--- src/rtl/gla_pkg.sv ---
// Shared constants, types and helpers for the geodetic look-angle pipeline.
package gla_pkg;

   localparam int TRIG_W     = 32;
   localparam int ALT_W      = 25;
   localparam int CRD_W      = 34;
   localparam int VEC_W      = 54;
   localparam int POS_W      = 34;
   localparam int SQRT_W     = 63;
   localparam int SQRT_STEPS = 32;
   localparam int DIV_BITS   = 31;
   localparam int DIV_START  = 4 + SQRT_STEPS + 1 + DIV_BITS;
   localparam int ECEF_LAT   = DIV_START + 6;

   localparam logic signed [CRD_W-1:0] K_Q30   = 34'sd652032874;
   localparam logic signed [31:0]      G_Q30   = 32'sd1768195363;
   localparam logic [22:0]             E2_Q30  = 23'd7188036;
   localparam logic [29:0]             A_CM    = 30'd637813700;
   localparam logic signed [ALT_W-1:0] ALT_MIN = -25'sd100000;
   localparam logic signed [ALT_W-1:0] ALT_MAX = 25'sd10000000;
   localparam logic signed [31:0]      QUARTER = 32'sh4000_0000;

   typedef struct packed {
      logic signed [TRIG_W-1:0] clat;
      logic signed [TRIG_W-1:0] slat;
      logic signed [TRIG_W-1:0] clon;
      logic signed [TRIG_W-1:0] slon;
   } gla_trig_type;

   typedef struct packed {
      gla_trig_type             trig;
      logic signed [ALT_W-1:0]  alt;
   } gla_pos_type;

   // Arctangent of 2^-i as a binary angle, 2^32 per turn.
   function automatic logic [31:0] gla_atan(input int idx);
      logic [31:0] val;
      case (idx)
         0:  val = 32'd536870912;
         1:  val = 32'd316933406;
         2:  val = 32'd167458907;
         3:  val = 32'd85004756;
         4:  val = 32'd42667331;
         5:  val = 32'd21354465;
         6:  val = 32'd10679838;
         7:  val = 32'd5340245;
         8:  val = 32'd2670163;
         9:  val = 32'd1335087;
         10: val = 32'd667544;
         11: val = 32'd333772;
         12: val = 32'd166886;
         13: val = 32'd83443;
         14: val = 32'd41722;
         15: val = 32'd20861;
         16: val = 32'd10430;
         17: val = 32'd5215;
         18: val = 32'd2608;
         19: val = 32'd1304;
         20: val = 32'd652;
         21: val = 32'd326;
         22: val = 32'd163;
         23: val = 32'd81;
         24: val = 32'd41;
         25: val = 32'd20;
         26: val = 32'd10;
         27: val = 32'd5;
         28: val = 32'd3;
         29: val = 32'd1;
         30: val = 32'd1;
         default: val = 32'd0;
      endcase
      return val;
   endfunction

   // Round a Q30 product: add one half, shift right by 30 with floor.
   function automatic logic signed [71:0] gla_rq30(input logic signed [71:0] p);
      logic signed [71:0] sum;
      sum = p + 72'sd536870912;
      return sum >>> 30;
   endfunction

endpackage

--- src/rtl/gla_cordic_cell.sv ---
// One CORDIC micro-rotation cell, rotation or vectoring mode, registered.
module gla_cordic_cell #(
   parameter int XW     = 34,
   parameter int ZW     = 34,
   parameter int IDX    = 0,
   parameter bit VECTOR = 1'b0
) (
   input  logic                 clock,
   input  logic                 en,
   input  logic signed [XW-1:0] src_x,
   input  logic signed [XW-1:0] src_y,
   input  logic [ZW-1:0]        src_z,
   output logic signed [XW-1:0] dst_x,
   output logic signed [XW-1:0] dst_y,
   output logic [ZW-1:0]        dst_z
);
   import gla_pkg::*;

   localparam logic [ZW-1:0] ATAN = ZW'(gla_atan(IDX));

   logic signed [XW-1:0] dx, dy;
   logic                 cw;
   logic signed [XW-1:0] x_ff, y_ff;
   logic [ZW-1:0]        z_ff;

   assign dx = src_y >>> IDX;
   assign dy = src_x >>> IDX;
   // rotate toward z = 0, or toward y = 0 when vectoring
   assign cw = VECTOR ? src_y[XW-1] : ~src_z[ZW-1];

   always_ff @(posedge clock) begin
      if (en) begin
         if (cw) begin
            x_ff <= src_x - dx;
            y_ff <= src_y + dy;
            z_ff <= src_z - ATAN;
         end else begin
            x_ff <= src_x + dx;
            y_ff <= src_y - dy;
            z_ff <= src_z + ATAN;
         end
      end
   end

   assign dst_x = x_ff;
   assign dst_y = y_ff;
   assign dst_z = z_ff;
endmodule

--- config.mk ---
export PLATFORM = sky130hd
export DESIGN_NAME = gla_cordic_cell
export DESIGN_NICKNAME = d
export VERILOG_FILES = /design/src/rtl/gla_pkg.sv /design/src/rtl/gla_cordic_cell.sv
export SDC_FILE = /design/constraint.sdc
export NUM_CORES = 1
export LEC_CHECK = 0
export BUFFER_PORTS_ARGS = -buffer_cell sky130_fd_sc_hd__buf_4
export CAP_MARGIN = 10
export CORE_ASPECT_RATIO = 1.2
export CORE_MARGIN = 2
export CORE_UTILIZATION = 40
export CTS_BUF_LIST = sky130_fd_sc_hd__clkbuf_8
export DETAILED_ROUTE_END_ITERATION = 8
export PLACE_DENSITY_LB_ADDON = 0.08
export SLEW_MARGIN = 20
export SYNTH_ARGS = -nofsm -noshare
export SYNTH_HDL_FRONTEND = slang
export SYNTH_SLANG_ARGS = --single-unit
--- constraint.sdc ---
create_clock -name clock -period 3.93 [get_ports clock]
set_input_delay 0.9825 -clock clock [delete_from_list [all_inputs] [get_ports clock]]
set_output_delay 0.9825 -clock clock [all_outputs]
set_load 0.005 [all_outputs]
Word level (Yosys, flattened, before mapping)
Cells that the tools add are included.

operators by class
  add/subtract/negate cells = 5
  multiplexer cells = 3

operators with widths
  operator                count
  $mux 34                 3
  $sub 34x34->34          2
  $add 34x30->34 const B  1
  $add 34x34->34          1
  $sub 34x30->34 const B  1

word-level totals
  bits in registers = 102
  input bits = 104
  output and inout bits = 102

Logic depth before layout (Yosys ltp)
  depth in word-level cells = 2
  mapped depth = 13
  gate-level depth less buffers = 13

Worst setup path after synthesis
OpenSTA, ideal clock, no wires.

  path type = input-to-reg
  start point = input src_x[0]
  end point = register x_ff[32] (netlist: dst_x[32]) (data pin)
  setup time = 0.265 ns
  data arrival time = 3.311 ns
  data required time = 3.665 ns
  slack = 0.354 ns
  stages = 11
  path through = ha_1 > fa_1 > nor2b_1 > o211ai_1 > a2bb2oi_1 > a211oi_2 > o211ai_1 > a221oi_2 > o21ai_0 > a21o_1 > xnor2_1

between the ends
  cells in the longest elaborated chain, start to end = 2

RTL lines
  what                                              RTL line                                      text
  from (decl)                                       gla_cordic_cell.sv:10                         input logic signed [XW-1:0] src_x,
  $sub 34x34->34 or $add 34x34->34 (tied branches)  gla_cordic_cell.sv:34, gla_cordic_cell.sv:38
  $mux 34 *                                         gla_cordic_cell.sv:33                         if (cw) begin
  to (signal assigned)                              gla_cordic_cell.sv:34                         x_ff <= src_x - dx;
  to (signal assigned)                              gla_cordic_cell.sv:38                         x_ff <= src_x + dx;
  to (decl)                                         gla_cordic_cell.sv:23                         logic signed [XW-1:0] x_ff, y_ff;

Every way passes the cells marked *; elsewhere a longest branch is shown, timed or not.
A chain may end at the register's enable or synchronous reset.

Final worst setup path
Ends and elaborated chain as after synthesis.

==> impl_metrics.toml <==
[run_status]
status = "completed"

[sta]
finalSetupViolations = 0
rsz0062_at_grt = "false"
slew_viol_final = 0
period_share_pct = 94.7
max_freq_mhz = 269
setup_slack_ns = 0.208
final_hold_viol_count = 0
worstMarginPinSlew_ns = 0.737
fin_crit_ns = 3.72
relSlewSlack_pct = 50.9

[power_and_ir_drop]
clkPwrFrac_pct = 22.5
power.share.switching_pct = 34.3
finalPower_w = 0.00378
combPwrFrac_pct = 39.7
power_leakage_nw = 5.33
seqPwrFrac_pct = 37.9
p_per_area_mw_per_mm2 = 327
ir_drop_mv = 0.176
p_switching_w = 0.00130
p_int_w = 0.00249

[cts]
cts.reportedPaths.clkPinSlew_ns = 0.12
cts_sinks = 101
cts_setup_buffers = 0
root_buffer = "clkbuf_8"
htreeDepth = 3
cts.hold.buffers_added = 0
numCtsBuffers = 9
tritoncts = "built"
cts-resized-gates = 0
clockBufferDepth = 2

[finish]
antennaDiodeCount = 0
final_common_cell = "buf_4"
fin_nets = 1475
syn_to_final_growth_pct = 30.1
drive_above_1_share_pct = 27.0
fillers = 2059
final_cell_mix = "buf_4 (305), inv_1 (104), a21oi_1 (104)"

[yosys]
synth_cells = 996
synth_top_area_share_pct = 34.1
async_reset_ff_share_pct = 0
ys_ff_latch = 101
avgSynthCellArea_sq_um = 8.94
synth_edf_count = 101
synthTopCellsByArea = "edfxtp_1 (34%), ha_1 (14%), a21oi_1 (5.8%)"
yosysWarnings = 0
synth_nets = 1206
netlist_area_sq_mm = 0.00890
yosys.area.top_type = "edfxtp_1"
yosysSeqAreaShare_pct = 34.1
synthDistinctLibCells = 77
ys.flop_type = "edfxtp_1"

[floorplan]
fp.dieH_um = 167
placement_rows = 59
io-pin-count = 206
dieWidth_um = 140
dieArea_sq_mm = 0.0235
initial_core_util_pct = 40.9
coreArea_sq_mm = 0.0218

[setup_path]
crit_required_ns = 4.08
worstPathCellList = "buf_4 -> ha_1 -> fa_1 -> nor2b_1 -> o211ai_1 -> a2bb2oi_1 -> a211oi_2 -> o211ai_1 -> a221oi_2 -> o21ai_0 -> a21o_1 -> xnor2_1"
crit_type = "in -> reg"
crit_buf_inv = 1
cp.arrival_ns = 3.88
start_kind = "primary input"
cpPeakStageDelay_ns = 0.44
cp_max_fo = 5
cp_common_cell = "o211ai_1"
end_kind = "flop"
cp_top_family = "compound AO/OA/AOI/OAI gates"
critical-path-slowest-cell = "fa_1"

[drt]
vias = 8316
drt_pass1_iterations = 5
viasPerCell = 5.39
finalWirelength_um = 27800
drt_iter0_markers = 699
drc = 0
post_drt_wl_per_cell_um = 18.0
ant_nets = 0

[global_route]
grt_overflow = 0
grt.total_usage_pct = 23.2
grt_max_degree = 56
grt_pass1_wl_um = 43400
antenna_found_initial = 0
first_global_vias = 8248

[place]
place_hpwl_um = 22300
routabilityCongestion = 0.949
post-place-ws_ns = -0.168
portBuffers = 205

[run]
drv_cap = 0

[min_path]
min_path_type = "in -> reg"
[state kept, by name, indices dropped and copies added (netlist names)]
register,flops
dst_z,34
dst_x,34
dst_y,33
[stage by stage]
step	util [%]	hold slack [ns]	cells	TNS, ns	area [sq um]
2_1_floorplan	-	1.08	996	0	8900
3_3_place_gp	52.1	1.16	1528	-0.852	11300
3_5_place_dp	52.1	1.16	1528	-1.82	11300
4_1_cts	53.2	0.725	1544	0	11600
5_1_grt	53.2	0.726	1544	0	11600
6_report	53.2	0.746	1544	0	11600
[area by class of cell]
type | count | area, sq um | share of cell area, %
flip-flops and latches | 101 | 3030 | 26.2
well taps | 274 | 343 | 2.96
multi-input cells | 740 | 5250 | 45.3
inverters | 107 | 402 | 3.47
clock buffers | 9 | 124 | 1.07
repair buffers | 306 | 2310 | 19.9
clock inverters | 7 | 124 | 1.07
[power by group through the flow]
stage	registers, W	clock network (W)	logic [W]
3_3_place_gp	0.00146	0	0.00149
4_1_cts	0.00144	0.000871	0.00150
5_1_grt	0.00145	0.000900	0.00164
3_5_place_dp	0.00146	0	0.00149
6_report	0.00143	0.000850	0.00150
2_1_floorplan	0.00147	0	0.000749
[routing by layer]
metal	routed length (um)	global-route usage [%]
met5	0	0
met4	674	6.94
met3	1590	3.40
met2	13800	41.5
met1	11800	28.8
[cells by family after synthesis]
logic type      Yosys count  share of synthesized area [%]
compound gates          325                           23.7
xor+xnor                 67                           6.59
fa+ha+maj               106                           15.2
buf+inv                 155                           6.94
flops                   101                           34.1
mux                      14                           1.57
simple gates            228                           11.9
[synth_stat cells (all sizes together), types with 3 or more instances]
master,instances
xor2,12
o21bai,18
edfxtp,101
o21a,10
o22ai,4
ha,102
o311ai,3
o21ai,65
a2111oi,4
xnor2,55
nand2b,10
nor3,12
fa,4
nor4,11
a21o,31
a211o,5
a21oi,106
nand3,12
mux2i,14
nand4,9
o31ai,16
nor2,95
o211ai,14
a221oi,5
or2,5
nor2b,10
a21boi,4
buf,26
a211oi,10
and3,7
clkbuf,22
a31oi,10
inv,105
nand2,48
[path summary, 6_finish.rpt]
check / start / endpoint / depth (start not counted)
setup / recovery: src_x[0] / dst_x[32]$_DFFE_PP_ / 12
hold / removal: src_z[1] / dst_z[1]$_DFFE_PP_ / 1
Note: power is estimated with default switching activity, not from simulation.
